===== src/sv/bjpq_pkg.sv =====
// shared constants, codes and types for the blockable job priority queue
`timescale 1ns / 1ps
package bjpq_pkg;

   localparam int DEPTH  = 16;
   localparam int IDX_W  = $clog2(DEPTH);
   localparam int CNT_W  = $clog2(DEPTH + 1);
   localparam int ID_W   = 16;
   localparam int PRIO_W = 10;
   localparam int ACT_W  = 2;
   localparam int ST_W   = 3;
   localparam int DATA_W = ((ID_W + PRIO_W + 7) / 8) * 8;
   localparam int PAD_W  = DATA_W - ID_W - PRIO_W;

   localparam logic [PRIO_W-1:0] RESTORE_RESET = PRIO_W'(999);

   typedef enum logic [ACT_W-1:0] {
      ACT_ENQUEUE = 2'd0,
      ACT_DEQUEUE = 2'd1,
      ACT_BLOCK   = 2'd2,
      ACT_UNBLOCK = 2'd3
   } action_type;

   typedef enum logic [ST_W-1:0] {
      ST_OK          = 3'd0,
      ST_FULL        = 3'd1,
      ST_EMPTY       = 3'd2,
      ST_NOT_FOUND   = 3'd3,
      ST_NOT_BLOCKED = 3'd4,
      ST_NO_ELIGIBLE = 3'd5
   } status_type;

   typedef struct packed {
      logic [ID_W-1:0]   job;
      logic [PRIO_W-1:0] prio;
   } entry_type;

   typedef struct packed {
      logic             wr_en;
      logic [IDX_W-1:0] wr_addr;
      entry_type        wr_data;
      logic             rd_en;
      logic [IDX_W-1:0] rd_addr;
   } mem_req_type;

   typedef struct packed {
      status_type        status;
      logic [ID_W-1:0]   job;
      logic [PRIO_W-1:0] prio;
   } result_type;

endpackage


===== src/sv/bjpq_mem.sv =====
// job slot memory, one write and one registered read port
`timescale 1ns / 1ps
module bjpq_mem
   import bjpq_pkg::*;
(
   input  logic        clock,
   input  mem_req_type mem_req,
   output entry_type   rd_data
);

   entry_type slots [DEPTH];
   entry_type rd_data_ff;

   always_ff @(posedge clock) begin
      if (mem_req.wr_en) begin
         slots[mem_req.wr_addr] <= mem_req.wr_data;
      end
      if (mem_req.rd_en) begin
         rd_data_ff <= slots[mem_req.rd_addr];
      end
   end

   assign rd_data = rd_data_ff;

endmodule


===== src/sv/bjpq_seq.sv =====
// sequencer: scan, search, update and compaction over the slot memory
`timescale 1ns / 1ps
module bjpq_seq
   import bjpq_pkg::*;
(
   input  logic              clock,
   input  logic              reset,
   input  logic              req_valid,
   output logic              req_ready,
   input  action_type        req_action,
   input  logic [ID_W-1:0]   req_id,
   input  logic [PRIO_W-1:0] req_prio,
   input  logic [PRIO_W-1:0] restore_prio,
   output mem_req_type       mem_req,
   input  entry_type         mem_rd_data,
   output logic              res_valid,
   output result_type        res,
   input  logic              res_ready
);

   typedef enum logic [1:0] {
      S_IDLE,
      S_SCAN,
      S_MOVE,
      S_DONE
   } state_type;

   state_type        state_ff, state_in;
   action_type       op_ff, op_in;
   logic [ID_W-1:0]  id_ff, id_in;
   logic [CNT_W-1:0] count_ff, count_in;
   logic [IDX_W-1:0] idx_ff, idx_in;
   entry_type        best_ff, best_in;
   logic [IDX_W-1:0] best_idx_ff, best_idx_in;
   result_type       res_ff, res_in;

   logic             at_last;
   logic             better;
   entry_type        nb;
   logic [IDX_W-1:0] nb_idx;
   logic             id_hit;

   always_comb begin
      at_last = CNT_W'(idx_ff) == (count_ff - CNT_W'(1));
      better  = mem_rd_data.prio > best_ff.prio;
      nb      = better ? mem_rd_data : best_ff;
      nb_idx  = better ? idx_ff : best_idx_ff;
      id_hit  = mem_rd_data.job == id_ff;

      state_in    = state_ff;
      op_in       = op_ff;
      id_in       = id_ff;
      count_in    = count_ff;
      idx_in      = idx_ff;
      best_in     = best_ff;
      best_idx_in = best_idx_ff;
      res_in      = res_ff;
      mem_req     = '0;

      unique case (state_ff)
         S_IDLE: begin
            if (req_valid) begin
               op_in       = req_action;
               id_in       = req_id;
               idx_in      = '0;
               best_in     = '0;
               best_idx_in = '0;
               res_in      = '0;
               res_in.status = ST_OK;
               unique case (req_action)
                  ACT_ENQUEUE: begin
                     state_in = S_DONE;
                     if (count_ff == CNT_W'(DEPTH)) begin
                        res_in.status = ST_FULL;
                     end else begin
                        mem_req.wr_en        = 1'b1;
                        mem_req.wr_addr      = count_ff[IDX_W-1:0];
                        mem_req.wr_data.job  = req_id;
                        mem_req.wr_data.prio = req_prio;
                        count_in             = count_ff + CNT_W'(1);
                     end
                  end
                  ACT_DEQUEUE: begin
                     if (count_ff == '0) begin
                        res_in.status = ST_EMPTY;
                        state_in      = S_DONE;
                     end else begin
                        mem_req.rd_en   = 1'b1;
                        mem_req.rd_addr = '0;
                        state_in        = S_SCAN;
                     end
                  end
                  ACT_BLOCK, ACT_UNBLOCK: begin
                     if (count_ff == '0) begin
                        res_in.status = ST_NOT_FOUND;
                        state_in      = S_DONE;
                     end else begin
                        mem_req.rd_en   = 1'b1;
                        mem_req.rd_addr = '0;
                        state_in        = S_SCAN;
                     end
                  end
                  default: state_in = S_IDLE;
               endcase
            end
         end
         S_SCAN: begin
            if (op_ff == ACT_DEQUEUE) begin
               best_in     = nb;
               best_idx_in = nb_idx;
               if (at_last) begin
                  if (nb.prio == '0) begin
                     res_in.status = ST_NO_ELIGIBLE;
                     state_in      = S_DONE;
                  end else begin
                     res_in.job  = nb.job;
                     res_in.prio = nb.prio;
                     if (CNT_W'(nb_idx) == (count_ff - CNT_W'(1))) begin
                        count_in = count_ff - CNT_W'(1);
                        state_in = S_DONE;
                     end else begin
                        // close the gap behind the removed job
                        mem_req.rd_en   = 1'b1;
                        mem_req.rd_addr = nb_idx + IDX_W'(1);
                        idx_in          = nb_idx;
                        state_in        = S_MOVE;
                     end
                  end
               end else begin
                  mem_req.rd_en   = 1'b1;
                  mem_req.rd_addr = idx_ff + IDX_W'(1);
                  idx_in          = idx_ff + IDX_W'(1);
               end
            end else begin
               if (id_hit) begin
                  state_in = S_DONE;
                  if (op_ff == ACT_BLOCK) begin
                     mem_req.wr_en        = 1'b1;
                     mem_req.wr_addr      = idx_ff;
                     mem_req.wr_data.job  = mem_rd_data.job;
                     mem_req.wr_data.prio = '0;
                  end else if (mem_rd_data.prio == '0) begin
                     mem_req.wr_en        = 1'b1;
                     mem_req.wr_addr      = idx_ff;
                     mem_req.wr_data.job  = mem_rd_data.job;
                     mem_req.wr_data.prio = restore_prio;
                  end else begin
                     res_in.status = ST_NOT_BLOCKED;
                  end
               end else if (at_last) begin
                  res_in.status = ST_NOT_FOUND;
                  state_in      = S_DONE;
               end else begin
                  mem_req.rd_en   = 1'b1;
                  mem_req.rd_addr = idx_ff + IDX_W'(1);
                  idx_in          = idx_ff + IDX_W'(1);
               end
            end
         end
         S_MOVE: begin
            mem_req.wr_en   = 1'b1;
            mem_req.wr_addr = idx_ff;
            mem_req.wr_data = mem_rd_data;
            if ((CNT_W'(idx_ff) + CNT_W'(2)) == count_ff) begin
               count_in = count_ff - CNT_W'(1);
               state_in = S_DONE;
            end else begin
               mem_req.rd_en   = 1'b1;
               mem_req.rd_addr = idx_ff + IDX_W'(2);
               idx_in          = idx_ff + IDX_W'(1);
            end
         end
         S_DONE: begin
            if (res_ready) begin
               state_in = S_IDLE;
            end
         end
         default: state_in = S_IDLE;
      endcase
   end

   always_ff @(posedge clock) begin
      if (reset) begin
         state_ff <= S_IDLE;
         count_ff <= '0;
      end else begin
         state_ff    <= state_in;
         count_ff    <= count_in;
         op_ff       <= op_in;
         id_ff       <= id_in;
         idx_ff      <= idx_in;
         best_ff     <= best_in;
         best_idx_ff <= best_idx_in;
         res_ff      <= res_in;
      end
   end

   assign req_ready = state_ff == S_IDLE;
   assign res_valid = state_ff == S_DONE;
   assign res       = res_ff;

`ifndef NO_ASSERTIONS
   a_count_bound: assert property (@(posedge clock) disable iff (reset)
      count_ff <= CNT_W'(DEPTH))
      else $error("held count beyond depth");

   a_no_port_clash: assert property (@(posedge clock) disable iff (reset)
      (mem_req.wr_en && mem_req.rd_en) |-> (mem_req.wr_addr != mem_req.rd_addr))
      else $error("read and write of one slot in one cycle");

   a_deq_prio: assert property (@(posedge clock) disable iff (reset)
      (res_valid && op_ff == ACT_DEQUEUE && res.status == ST_OK) |-> (res.prio != '0))
      else $error("dequeued job with zero priority");

   a_other_zero: assert property (@(posedge clock) disable iff (reset)
      (res_valid && op_ff != ACT_DEQUEUE) |-> (res.job == '0 && res.prio == '0))
      else $error("job fields set on a non-dequeue result");

   a_move_shrinks: assert property (@(posedge clock) disable iff (reset)
      (state_ff == S_MOVE && state_in == S_DONE) |=> (count_ff == $past(count_ff) - CNT_W'(1)))
      else $error("compaction did not drop one job");
`endif

endmodule


===== src/sv/blockable_job_priority_queue.sv =====
// Jobs sit in a 16-slot memory in arrival order and are worked on one request at a time.
// Dequeue, block and unblock walk the memory through its single registered read port,
// one slot a cycle: a dequeue scans every held job and then compacts by moving each job
// behind the removed one forward, and a block or unblock scans up to the first match (all
// held jobs when absent). The result sits in an output register, so the next request is
// taken while a result waits; restore priority is written through csr_wr_en.
`timescale 1ns / 1ps
module blockable_job_priority_queue
   import bjpq_pkg::*;
(
   input  logic              clock,
   input  logic              reset,
   input  logic              req_tvalid,
   output logic              req_tready,
   input  logic [DATA_W-1:0] req_tdata,   // job_id, job_priority, zero pad
   input  logic [ACT_W-1:0]  req_tuser,   // action
   output logic              rsp_tvalid,
   input  logic              rsp_tready,
   output logic [DATA_W-1:0] rsp_tdata,   // out_job_id, out_priority, zero pad
   output logic [ST_W-1:0]   rsp_tuser,   // status
   input  logic              csr_wr_en,
   input  logic [PRIO_W-1:0] csr_wr_data
);

   logic [PRIO_W-1:0] restore_ff;
   logic              rsp_valid_ff;
   result_type        rsp_res_ff;

   mem_req_type mem_req;
   entry_type   mem_rd_data;
   logic        res_valid;
   result_type  res;
   logic        res_ready;

   assign res_ready = !rsp_valid_ff || rsp_tready;

   bjpq_seq u_seq (
      .clock        (clock),
      .reset        (reset),
      .req_valid    (req_tvalid),
      .req_ready    (req_tready),
      .req_action   (action_type'(req_tuser)),
      .req_id       (req_tdata[ID_W-1:0]),
      .req_prio     (req_tdata[ID_W+PRIO_W-1:ID_W]),
      .restore_prio (restore_ff),
      .mem_req      (mem_req),
      .mem_rd_data  (mem_rd_data),
      .res_valid    (res_valid),
      .res          (res),
      .res_ready    (res_ready)
   );

   bjpq_mem u_mem (
      .clock   (clock),
      .mem_req (mem_req),
      .rd_data (mem_rd_data)
   );

   always_ff @(posedge clock) begin
      if (reset) begin
         restore_ff   <= RESTORE_RESET;
         rsp_valid_ff <= 1'b0;
      end else begin
         if (csr_wr_en) begin
            restore_ff <= csr_wr_data;
         end
         if (res_valid && res_ready) begin
            rsp_valid_ff <= 1'b1;
            rsp_res_ff   <= res;
         end else if (rsp_tready) begin
            rsp_valid_ff <= 1'b0;
         end
      end
   end

   assign rsp_tvalid = rsp_valid_ff;
   assign rsp_tdata  = {PAD_W'(0), rsp_res_ff.prio, rsp_res_ff.job};
   assign rsp_tuser  = rsp_res_ff.status;

endmodule

===== config.mk =====
export PLATFORM = sky130hd
export DESIGN_NAME = blockable_job_priority_queue
export DESIGN_NICKNAME = d
export VERILOG_FILES = /design/src/sv/bjpq_pkg.sv /design/src/sv/bjpq_mem.sv /design/src/sv/bjpq_seq.sv /design/src/sv/blockable_job_priority_queue.sv
export SDC_FILE = /design/constraint.sdc
export NUM_CORES = 1
export LEC_CHECK = 0
export BUFFER_PORTS_ARGS = -buffer_cell sky130_fd_sc_hd__buf_2
export CORE_ASPECT_RATIO = 1.2
export CORE_MARGIN = 4
export CORE_UTILIZATION = 55
export DETAILED_ROUTE_END_ITERATION = 8
export PLACE_DENSITY = 0.72
export SLEW_MARGIN = 0
export SYNTH_ARGS = -nofsm -noshare
export SYNTH_HDL_FRONTEND = slang
export SYNTH_SLANG_ARGS = --single-unit

===== constraint.sdc =====
create_clock -name clock -period 12.1 [get_ports clock]
set_input_delay 2.42 -clock clock [delete_from_list [all_inputs] [get_ports clock]]
set_output_delay 2.42 -clock clock [all_outputs]
set_load 0.05 [all_outputs]

* Yosys cells after proc, flatten, opt, wreduce, memory -nomap -nowiden
Memory sizes are Yosys's and may differ from the RTL's. A register that Yosys moved wholly into a read port is not among the register bits.
Index checks and enable logic that the tools add are counted.
** Word-level totals
- Register bits :: 128
- RAM bits :: 416
- Input port bits :: 49
- Word-level logic and storage cells :: 151
- Memories :: 1
** Memories
- u_mem.slots :: depth 16, width 26, read ports 1, clocked after Yosys merged registers in 1, write ports 1, line bjpq_mem.sv:11 : entry_type slots [DEPTH];
** Cells by class
- $add $sub $neg :: 6
- Order comparisons :: 1
- Equal/unequal tests :: 32
- Multiplexer cells :: 73
- Bitwise logic cells :: 1
- Reduce and logical (&&, ||, !) cells :: 21
** Operator list (count)
- 2-to-1 mux 31 bit :: 6
- 2-to-1 mux 26 bit :: 5
- one-hot mux 36 bit (3 select lines) :: 1
- 2-to-1 mux 5 bit :: 17
- 2-to-1 mux 29 bit :: 2
- one-hot mux 29 bit (2 select lines) :: 1
- one-hot mux 26 bit (2 select lines) :: 1
- 2-to-1 mux 4 bit :: 10
- 2-to-1 mux 36 bit :: 1
- 2-to-1 mux 2 bit :: 11
- logical NOT 10 bit :: 2
- 2-to-1 mux 3 bit :: 6
- equality test 16 bit :: 1
- AND reduction 8 bit :: 2
- inequality test 3 bit, second input constant :: 5
- one-hot mux 5 bit (3 select lines) :: 1
- inequality test 2 x 1 -> 1 bit, second input constant :: 6
- one-hot mux 4 bit (3 select lines) :: 1
- equality test 2 bit, second input constant :: 5
- equality test 4 x 5 -> 1 bit :: 2
- greater-than comparator 10 bit :: 1
- one-hot mux 3 bit (3 select lines) :: 1
- AND reduction 9 bit :: 1
- adder 4 x 1 -> 4 bit, second input constant :: 2
- 30 further kinds :: 43

* Depth between registers and ports, before layout
Gate-level depths: netlist of run 1.
- Depth in word-level cells :: 10
- Depth in mapped cells :: 18
- Depth with buffers taken out :: 15

* Cells and area by module
From an unflattened synthesis of run 1, not the netlist that was laid out.
** Second synthesis, totals
- Cells, all modules :: 1286
- Area total of the unflattened synthesis :: 23254.8 µm²
** By module, submodules not included
- bjpq_mem :: instances 1, cells each 686, area an instance 16637.2 µm², seq. area each 13272.7 µm²
- bjpq_seq :: instances 1, cells each 527, area an instance 5282.6 µm², seq. area each 2572.5 µm²
- blockable_job_priority_queue :: instances 1, cells each 73, area an instance 1335.0 µm², seq. area each 1091.0 µm²

* Worst setup path after synthesis of run 1
OpenSTA, ideal clock, no wires.
- Path type :: input to register
- Start :: in req_tvalid
- End :: mem u_mem.slots[0][0] (netlist name), enable pin
- Setup time :: 442 ps
- Arrival time :: 5367 ps
- Slack :: 6291 ps
- Stages :: 6
- Path buffers :: 1
- Cells stage by stage :: nand2_1 -> nor3_1 -> a21boi_0 -> clkbuf_1 -> o21ai_0 -> nor3_1
** On the way
- Word-level cells in the longest chain between the ends :: 4
** RTL lines
- start, declared :: line blockable_job_priority_queue.sv:13 : input logic req_tvalid,
- 2-to-1 mux 36 bit * :: line bjpq_seq.sv:62 : if (req_valid) begin
- one-hot mux 36 bit (3 select lines) * :: line bjpq_seq.sv:60 : unique case (state_ff)
- 2-to-1 mux 1 bit :: line bjpq_mem.sv:15 : if (mem_req.wr_en) begin
- 2-to-1 mux 1 bit (implied by the code) :: line bjpq_mem.sv:16 : slots[mem_req.wr_addr] <= mem_req.wr_data;
- end, declared :: line bjpq_mem.sv:11
Mark *: on every way between the ends. The rest lies on a longest branch, timed or not.

* Final worst setup path of run 1
- Start :: reg, netlist name u_mem.rd_data[9]
- End :: reg, netlist name u_mem.rd_data[19]
** On the way
- Word-level cells in the longest chain between the ends :: 8
- Elaborated cells between the ends (all ways) :: 11
- Those cells by class :: add/sub (1); order compare (1); eq/ne (1); mux (7); reduce/logical (1)
** RTL lines
- greater-than comparator 10 bit :: line bjpq_seq.sv:45 : better = mem_rd_data.prio > best_ff.prio;
- 2-to-1 mux 4 bit :: line bjpq_seq.sv:47 : nb_idx = better ? idx_ff : best_idx_ff;
- adder 4 x 1 -> 4 bit or equality test 4 x 5 -> 1 bit (tied branches) :: line bjpq_seq.sv:124, bjpq_seq.sv:118
- 2-to-1 mux 5 bit :: line bjpq_seq.sv:118 : if (CNT_W'(nb_idx) == (count_ff - CNT_W'(1))) begin
- 2-to-1 mux 5 bit * :: line bjpq_seq.sv:112 : if (nb.prio == '0) begin
- 2-to-1 mux 5 bit * :: line bjpq_seq.sv:111 : if (at_last) begin
- 2-to-1 mux 5 bit * :: line bjpq_seq.sv:108 : if (op_ff == ACT_DEQUEUE) begin
- one-hot mux 36 bit (3 select lines) * :: line bjpq_seq.sv:60
Marked as above.
A chain may end at the register's enable or synchronous reset.

==> results of run 1 <==
[worst min-delay path by stage]
stage	from	endpoint	slack [ns]	cells past startpoint
final	u_seq.res[14]	rsp_tdata[4]	0.42	0
after global routing	u_seq.res[26]	rsp_tuser[0]	0.42	0
after floorplan	u_seq.res[10]	rsp_tdata[0]	0.40	0
after detailed placement	u_seq.res[0]	rsp_tdata[16]	0.40	0
after global placement	u_seq.res[5]	rsp_tdata[21]	0.40	0
after CTS	u_seq.res[17]	rsp_tdata[7]	0.42	0
[placed cells by master, fill, tap and decap left out, types with 5 or more instances in the layout]
master,count
edfxtp_1,552
nor3_1,134
a211oi_1,109
mux2_2,106
buf_2,73
o311ai_0,72
nand2_1,67
nor2_1,60
clkbuf_16,54
o22ai_1,53
a21oi_1,42
o311ai_1,32
buf_4,27
xor2_1,26
a41oi_1,26
nor2b_1,25
inv_1,23
a22oi_1,22
ha_1,19
dfxtp_1,18
nor2_4,15
o21ai_0,13
nand3_1,12
clkbuf_1,11
a222oi_1,10
clkinv_2,9
nor4_1,8
a211o_1,8
bufinv_16,8
a21o_1,6
mux2i_1,6
xnor2_1,6
conb_1,6
nand2b_1,5
nand4_1,5
o21a_1,5
clkbuf_8,5
clkinvlp_4,5
[worst max-delay path: stages (launching register included)]
cell	delay, ns
edfxtp_1	0.49
ha_1	0.38
nand4_1	0.18
nor2_2	0.10
a32oi_1	0.59
nand2_2	0.56
mux2i_1	0.29
nand3_1	0.15
o21bai_4	0.12
buf_4	0.45
a21o_4	0.75
buf_4	0.66
mux2_2	0.27
o22ai_1	0.07
nor3_1	0.50
[final cells by class]
type | instances | share of cell area [%]
multi-input combinational | 964 | 26.0
clock buffer | 70 | 5.37
sequential | 570 | 62.2
clock inverter | 28 | 1.41
inverter | 24 | 0.331
tap | 559 | 2.57
timing repair buffer | 100 | 2.09
[synth_stat cells, drive strengths merged (5+ instances only)]
| cell | instances |
|---|---|
| nor2b | 25 |
| clkbuf | 76 |
| nand2 | 69 |
| a21oi | 45 |
| a211o | 8 |
| nor4 | 8 |
| nand4 | 5 |
| mux2 | 106 |
| a41oi | 26 |
| o21ai | 14 |
| a21o | 8 |
| nor3 | 136 |
| o21a | 5 |
| o311ai | 104 |
| nor2 | 79 |
| a22oi | 22 |
| nand2b | 5 |
| and2 | 6 |
| buf | 66 |
| a211oi | 109 |
| nor3b | 6 |
| a222oi | 10 |
| mux2i | 6 |
| o22ai | 53 |
| edfxtp | 552 |
| dfxtp | 18 |
| xor2 | 26 |
| inv | 24 |
| xnor2 | 6 |
| ha | 20 |
| nand3 | 12 |
[kinds of logic after synthesis]
| kind of cell | Yosys count |
|---|---|
| AND/OR/NAND/NOR | 364 |
| flip-flops | 570 |
| XOR/XNOR | 32 |
| other | 1 |
| buffers and inverters | 166 |
| adder cells (fa/ha/maj) | 20 |
| AO/OA/AOI/OAI | 430 |
| multiplexers | 112 |
[stage by stage]
step | instance area (um2) | std cells
after floorplan | 24500 | 1700
after global placement | 25400 | 2217
after detailed placement | 25400 | 2217
after CTS | 27200 | 2315
after global routing | 27200 | 2315
final | 27200 | 2315
[per-layer routing]
metal,track usage [%],up-vias,wire length [um]
met1,33.6,7787,24100
met3,4.01,151,5110
met2,40.1,870,29400
met5,0,-,0
met4,9.14,0,2010
li1,-,6871,-
[sequential cells by signal, summed over array words and instances, names as in the netlist]
signal / flops
u_seq.op_ff: 2
rsp_tuser: 3
u_mem.rd_data: 26
u_mem.slots: 416
u_seq.state_ff: 2
rsp_tdata: 26
rsp_tvalid: 1
u_seq.id_ff: 16
u_seq.idx_ff: 4
u_seq.best_idx_ff: 4
restore_ff: 10
u_seq.best_ff: 26
u_seq.res: 29
u_seq.count_ff: 5
[power by group through the flow]
| stage | Clock [mW] | Sequential, mW | Combinational, mW |
|---|---|---|---|
| final | 1.75 | 2.71 | 2.08 |
| after global routing | 1.85 | 2.73 | 2.26 |
| after CTS | 1.77 | 2.71 | 2.06 |
| after detailed placement | 0 | 2.75 | 2.05 |
| after global placement | 0 | 2.74 | 2.00 |
| after floorplan | 0 | 2.69 | 1.50 |
==> run_results.csv, run 1 <==
group,metric,value,unit
run_status,status,"completed",
timing,setup_tns,0,ns
floorplanning,initial_core_util,55.8,%
timing,slew_headroom,16.4,%
synth,ys_warn_count,0,
synth,synth_top_family_by_area,"compound AO/OA/AOI/OAI gates",
synth,synth_ff_type,"edfxtp_1",
synth,netlist_area,0.0245,mm2
detailed_routing,drc,0,
setup_path,criticalPathCategory,"flip-flop to flip-flop",
clock_network,cts_buffers,53,
layout,syn_to_final_growth,11.0,%
synth,yosys.area_share.adder,1.02,%
layout,final_util,61.9,%
synth,synth-seq-cells,570,
timing,fin_crit_sh,48.8,%
timing,whs,0.417,ns
setup_path,r2r-start,"u_mem.rd_data[9]",
setup_path,crit_fanout,61,
power,switching_share,34.8,%
synth,synth_cell_types,68,
place,gp_congestion,0.895,
clock_network,cts-htree-levels,2,
timing,finalSetupViolCount,0,
setup_path,critPathArrivalTime,6.23,ns
layout,nets,1782,
setup_path,rrSetupSlack,6.19,ns
clock_network,post_cts_resized,0,
synth,synth_compound_area_share,13.4,%
global_routing,track_usage,24.5,%
timing,period_minus_slack,5.91,ns
global_routing,grt_overflow,0,
synth,synthCells,1695,
detailed_routing,postRouteAntennaNets,0,
power,p_seq_share,41.5,%
power,power.switching,2.28,mW
layout,ff_latch_area,0.0169,mm2
detailed_routing,firstDrtPassIters,7,
floorplanning,core,0.0439,mm2
global_routing,antenna_found_initial,0,
clock_network,insertion_delay,0.60,ns
floorplanning,io_pins,86,
power,p_clk_share,26.7,%
synth,synth_mux_area_share,5.12,%
synth,synth_edf_count,552,
timing,rsz0062_at_grt,"false",
synth,synth_top_area_cell,"edfxtp_1",
detailed_routing,drt-initial-drc-count,1948,
clock_network,cts_tree,"built",
timing,tightest_slew,1.24,ns
detailed_routing,wl,60500,um
detailed_routing,routed_via_density,6.77,
power,p_per_area,240,mW/mm2
min_path,hp-class,"flip-flop to flip-flop",
global_routing,grt_max_degree,92,
synth,synth-simple-area-share,7.18,%
power,total_power,6.54,mW
setup_path,reg2regPathDepth,14,
run,max_cap_viol_count,0,
floorplanning,die_y,239,um
timing,finalClockSkew,0.0231,ns
setup_path,cp-startpoint,"u_mem.rd_data[9]",
layout,fill_cells,3167,
setup_path,rr_endpoint,"u_mem.rd_data[19]",
synth,async_reset_ff_share,0,%
setup_path,critPathCapture,"u_mem.rd_data[19]",
layout,multi_input_area,0.00707,mm2
global_routing,first_global_vias,15400,
power,peakVddDrop,108,uV
place,place_ws,6.21,ns
place,dp_hpwl,33700,um
synth,syn_avg_cell_area,14.5,um2
global_routing,grt_pass1_wl,92100,um
power,leakage,8.73,nW
synth,yosys.area.top_type_share,67.6,%
clock_network,cts.sinks,570,
synth,synth_xor_area_share,1.14,%
clock_network,clk_pin_slew,0.06,ns
timing,setup_slack,6.19,ns
timing,hold_viol,0,
floorplanning,die-area,0.0480,mm2
synth,synth_seq_area_share,69.1,%
synth,yosys-top-cells-area,"edfxtp_1, mux2_2, a211oi_1, nor3_1, o311ai_0",
setup_path,required,12.42,ns
clock_network,cts_hold_buf,0,
clock_network,cts_root_buf,"clkbuf_16",
setup_path,cp-end-kind,"flip-flop",
detailed_routing,vias,15700,
power,p_comb_share,31.8,%
floorplanning,rows,84,
power,p_int,4.26,mW
timing,fmax,169,MHz
floorplanning,die_x,201,um
setup_path,startpoint_type,"flip-flop",
timing,drv_slew,0,
layout,n_antenna_cell,0,
clock_network,cts_buffer_depth,3,
clock_network,postCtsSetupBuffers,0,
layout,drive_gt1_share,19.1,%
detailed_routing,wl_per_cell,26.2,um
place,port_buffers,73,
No activity file was read; power rests on OpenSTA's default activity.
==> run 2: changes to the inputs <==
PLACE_DENSITY = 0.75   (was 0.72)
clock period = 5.3 ns   (was 12.1 ns; I/O delays follow)
==> run_results.csv, run 2 (same netlist as run 1, synthesis figures left out) <==
group,metric,value,unit
power,leakage,8.84,nW
layout,drive_gt1_share,19.8,%
detailed_routing,drt-initial-drc-count,1777,
timing,tightest_slew,1.11,ns
power,switching_share,34.9,%
clock_network,post_cts_resized,0,
setup_path,criticalPathCategory,"flip-flop to flip-flop",
global_routing,grt_max_degree,74,
detailed_routing,drc,0,
layout,n_antenna_cell,0,
power,peakVddDrop,344,uV
global_routing,first_global_vias,15400,
timing,whs,0.419,ns
power,p_comb_share,33.0,%
layout,ff_latch_area,0.0169,mm2
floorplanning,rows,84,
layout,fin_area,0.0274,mm2
power,total_power,14.8,mW
layout,multi_input_area,0.00707,mm2
layout,final_common_cell,"edfxtp_1",
setup_path,required,5.71,ns
timing,hold_viol,0,
clock_network,cts_hold_buf,0,
clock_network,postCtsSetupBuffers,0,
floorplanning,io_pins,86,
detailed_routing,vias,15800,
detailed_routing,postRouteAntennaNets,0,
layout,final_cell_mix,"edfxtp_1, nor3_1, a211oi_1",
place,gp_congestion,0.899,
layout,syn_to_final_growth,11.9,%
detailed_routing,routed_via_density,6.75,
setup_path,cp-end-kind,"flip-flop",
power,p_clk_share,25.1,%
run,max_cap_viol_count,0,
timing,finalClockSkew,0.0330,ns
setup_path,crit_fanout,73,
timing,fin_crit_sh,90.3,%
layout,largest_reg_flops,416,
layout,final_util,62.4,%
timing,period_minus_slack,4.79,ns
place,dp_hpwl,34900,um
setup_path,critPathArrivalTime,5.20,ns
clock_network,cts_buffers,51,
power,p_int,9.62,mW
global_routing,grt_pass1_wl,91300,um
min_path,min_from,"u_seq.res[3]",
global_routing,grt_overflow,0,
detailed_routing,wl_per_cell,25.8,um
power,power.switching,5.15,mW
run_status,status,"completed",
clock_network,cts_tree,"built",
layout,nets,1804,
timing,setup_tns,0,ns
timing,drv_slew,0,
floorplanning,core,0.0439,mm2
timing,slew_headroom,25.1,%
timing,rsz0062_at_grt,"false",
timing,finalSetupViolCount,0,
setup_path,startpoint_type,"flip-flop",
floorplanning,die_y,239,um
layout,top_register,"u_mem.slots",
min_path,hp-class,"flip-flop to flip-flop",
clock_network,clk_pin_slew,0.06,ns
global_routing,track_usage,24.3,%
timing,fmax,209,MHz
clock_network,cts_root_buf,"clkbuf_16",
clock_network,cts.sinks,570,
clock_network,cts_buffer_depth,3,
floorplanning,initial_core_util,55.8,%
layout,fill_cells,3125,
floorplanning,die-area,0.0480,mm2
place,port_buffers,73,
detailed_routing,firstDrtPassIters,8,
power,p_per_area,539,mW/mm2
setup_path,r2r-start,"u_mem.rd_data[3]",
floorplanning,die_x,201,um
power,p_seq_share,42.0,%
global_routing,antenna_found_initial,0,
detailed_routing,wl,60200,um
clock_network,cts-htree-levels,2,
clock_network,insertion_delay,0.60,ns
setup_path,cp-startpoint,"u_mem.rd_data[3]",
place,placedInstanceArea,0.0257,mm2
## run 2: metrics by stage
stage / instances / setup WS, ns
6_report: 2336 / 0.514
5_1_grt: 2336 / 0.279
4_1_cts: 2336 / 0.609
3_5_place_dp: 2241 / 0.601
3_3_place_gp: 2241 / 0.767
2_1_floorplan: 1700 / 0.833
## run 2: power by group through the flow
stage	registers, mW	logic [mW]	clock network, mW
floorplan	6.13	3.42	0
global placement	6.25	4.67	0
detailed placement	6.28	4.79	0
CTS	6.19	4.81	3.75
global route	6.23	5.25	3.94
finish	6.20	4.87	3.70
## run 2: routing by layer
layer  part of all wire [%]  wire length (um)  up-vias  global-route usage, %
met3                    9.0              5420      180                   4.28
met5                      0                 0        -                      0
met4                    3.7              2230        0                   9.28
met2                     50             30100      865                   41.9
met1                     37             22400     7809                   31.3
li1                       -                 -     6920                      -
## run 2: final timing paths
kind | cells after the start | slack, ns | to
setup / recovery | 14 | 0.51 | u_mem.rd_data[14]
hold / removal | 0 | 0.42 | rsp_tdata[19]
setup reg to reg | 14 | 0.51 | u_mem.rd_data[14]
hold reg to reg | 0 | 0.42 | rsp_tdata[19]
## run 2: critical path, stage by stage, from the launching register on
cell and delay, ns:
edfxtp_1 0.51, ha_1 0.37, a21o_1 0.16, a21o_1 0.21
a221o_1 0.47, nand2_2 0.15, mux2i_1 0.34, inv_1 0.11
ha_1 0.28, o2111ai_1 0.12, a21o_4 0.49, buf_12 0.30
o311ai_0 0.60, o22ai_1 0.18, nor3_1 0.26
## run 2: final cells by class
type	instances	area share, %
inverter	24	0.329
tap	559	2.55
clock inverter	37	1.33
multi-input combinational	964	25.8
sequential	570	61.8
clock buffer	58	4.83
timing repair buffer	124	3.37
==> run 3: changes to the inputs <==
==> constraint.sdc (replaced) <==
create_clock -name clock -period 5.3 [get_ports clock]
set_input_delay 0.795 -clock clock [delete_from_list [all_inputs] [get_ports clock]]
set_output_delay 0.795 -clock clock [all_outputs]
set_load 0.05 [all_outputs]
==> run_results.csv, run 3 (same netlist as run 1, synthesis figures left out) <==
group,metric,value,unit
global_routing,track_usage,24.6,%
clock_network,insertion_delay,0.59,ns
global_routing,grt_max_degree,85,
clock_network,cts_buffer_depth,3,
layout,top_register,"u_mem.slots",
clock_network,cts_hold_buf,0,
timing,drv_slew,0,
detailed_routing,drc,0,
place,gp_congestion,0.880,
setup_path,cp-startpoint,"u_mem.rd_data[5]",
floorplanning,core,0.0439,mm2
setup_path,criticalPathCategory,"flip-flop to flip-flop",
detailed_routing,routed_via_density,6.76,
layout,n_antenna_cell,0,
global_routing,antenna_found_initial,0,
setup_path,rrSetupSlack,0.53,ns
clock_network,postCtsSetupBuffers,0,
setup_path,critPathBufInv,2,
global_routing,first_global_vias,15700,
detailed_routing,vias,15800,
setup_path,critPathArrivalTime,5.18,ns
layout,fill_cells,3118,
clock_network,clk_pin_slew,0.06,ns
setup_path,crit_family,"compound AO/OA/AOI/OAI gates",
timing,rsz0062_at_grt,"false",
detailed_routing,met1Wirelength,22100,um
min_path,hp-class,"primary input to flip-flop",
global_routing,grt_overflow,0,
timing,setup_tns,0,ns
detailed_routing,postRouteAntennaNets,0,
floorplanning,die_y,239,um
clock_network,post_cts_resized,0,
layout,drive_gt1_share,19.3,%
timing,finalSetupViolCount,0,
detailed_routing,wl_met2,30000,um
layout,syn_to_final_growth,11.6,%
layout,ff_latch_area,0.0169,mm2
power,p_per_area,535,mW/mm2
setup_path,slowest_stage,"a32oi_1",
setup_path,crit_top_cell,"ha_1",
timing,slew_headroom,15.4,%
timing,tightest_slew,1.26,ns
global_routing,grt_pass1_wl,91900,um
layout,final_cell_mix,"edfxtp_1, nor3_1, a211oi_1",
setup_path,crit_chain,"ha_1 -> nand4_1 -> nor2_2 -> a32oi_1 -> nand2_2 -> mux2i_1 -> inv_1 -> ha_1 -> o2111ai_1 -> a21o_4 -> buf_4 -> o311ai_0 -> o22ai_1 -> nor3_1",
power,p_int,9.47,mW
min_path,min_from,"req_tdata[2]",
setup_path,cpPeakStageDelay,0.58,ns
layout,nets,1804,
detailed_routing,wl_per_cell,25.9,um
power,peakVddDrop,279,uV
power,p_seq_share,42.3,%
timing,period_minus_slack,4.77,ns
detailed_routing,wl,60400,um
layout,largest_reg_flops,416,
clock_network,cts_tree,"built",
place,dp_hpwl,34900,um
floorplanning,initial_core_util,55.8,%
timing,hold_viol,0,
run_status,status,"completed",
power,switching_share,35.2,%
timing,fin_crit_sh,89.9,%
floorplanning,io_pins,86,
power,power.switching,5.15,mW
power,p_comb_share,33.6,%
detailed_routing,route.met3.wl,5900,um
power,total_power,14.6,mW
detailed_routing,highest_layer,"met4",
setup_path,required,5.71,ns
run,max_cap_viol_count,0,
layout,final_common_cell,"edfxtp_1",
clock_network,cts_buffers,51,
setup_path,startpoint_type,"flip-flop",
setup_path,crit_fanout,65,
place,port_buffers,73,
floorplanning,die-area,0.0480,mm2
clock_network,cts-htree-levels,2,
floorplanning,die_x,201,um
detailed_routing,firstDrtPassIters,8,
power,p_clk_share,24.1,%
floorplanning,rows,84,
power,leakage,8.80,nW
setup_path,cp-end-kind,"flip-flop",
clock_network,cts.sinks,570,
timing,finalClockSkew,0.0146,ns
setup_path,r2r-start,"u_mem.rd_data[5]",
layout,multi_input_area,0.00707,mm2
timing,whs,0.409,ns
clock_network,cts_root_buf,"clkbuf_16",
detailed_routing,drt-initial-drc-count,1971,
timing,fmax,210,MHz
run 3: cell types whose count changed in the layout (fill, tap and decap cells not counted):
cell	before	now
clkbuf_1	6	12
clkinv_1	14	15
clkinv_2	11	6
buf_12	14	18
inv_6	0	1
clkinv_4	1	0
clkinv_8	1	0
buf_4	37	33
bufinv_16	6	3
run 3: path summary, 6_finish.rpt:
| check | to | depth (start not counted) |
|---|---|---|
| max reg2reg | u_mem.rd_data[13] | 14 |
| max | u_mem.rd_data[13] | 14 |
| min reg2reg | rsp_tdata[8] | 0 |
| min | u_seq.id_ff[2] | 1 |
run 3: final cells by class:
type,instances,share of cell area [%]
repair buffers,124,3.56
clock buffers,64,4.92
flip-flops and latches,570,61.9
clock inverters,29,0.869
multi-input cells,964,25.8
well taps,559,2.56
inverters,24,0.329
run 3: metal layers:
layer  vias to the layer above  global-route usage [%]
li1                       6928                       -
met4                         0                    9.66
met1                      7728                    31.4
met2                       944                    42.2
met3                       176                    4.58
met5                         -                       0
run 3: power groups by stage:
stage	clock network [mW]	registers [mW]	logic [mW]
after floorplan	0	6.13	3.42
after global placement	0	6.25	4.69
after detailed placement	0	6.27	4.81
after CTS	3.56	6.18	4.84
after global routing	3.75	6.23	5.31
final	3.52	6.19	4.91
run 3: metrics by stage:
stage	worst slack [ns]	instances	utilization, %	area [um2]
after global routing	0.209	2334	62.3	27400
after global placement	0.773	2241	58.7	25800
after CTS	0.620	2334	62.3	27400
after detailed placement	0.727	2241	58.7	25800
after floorplan	0.833	1700	-	24500
final	0.535	2334	62.3	27400
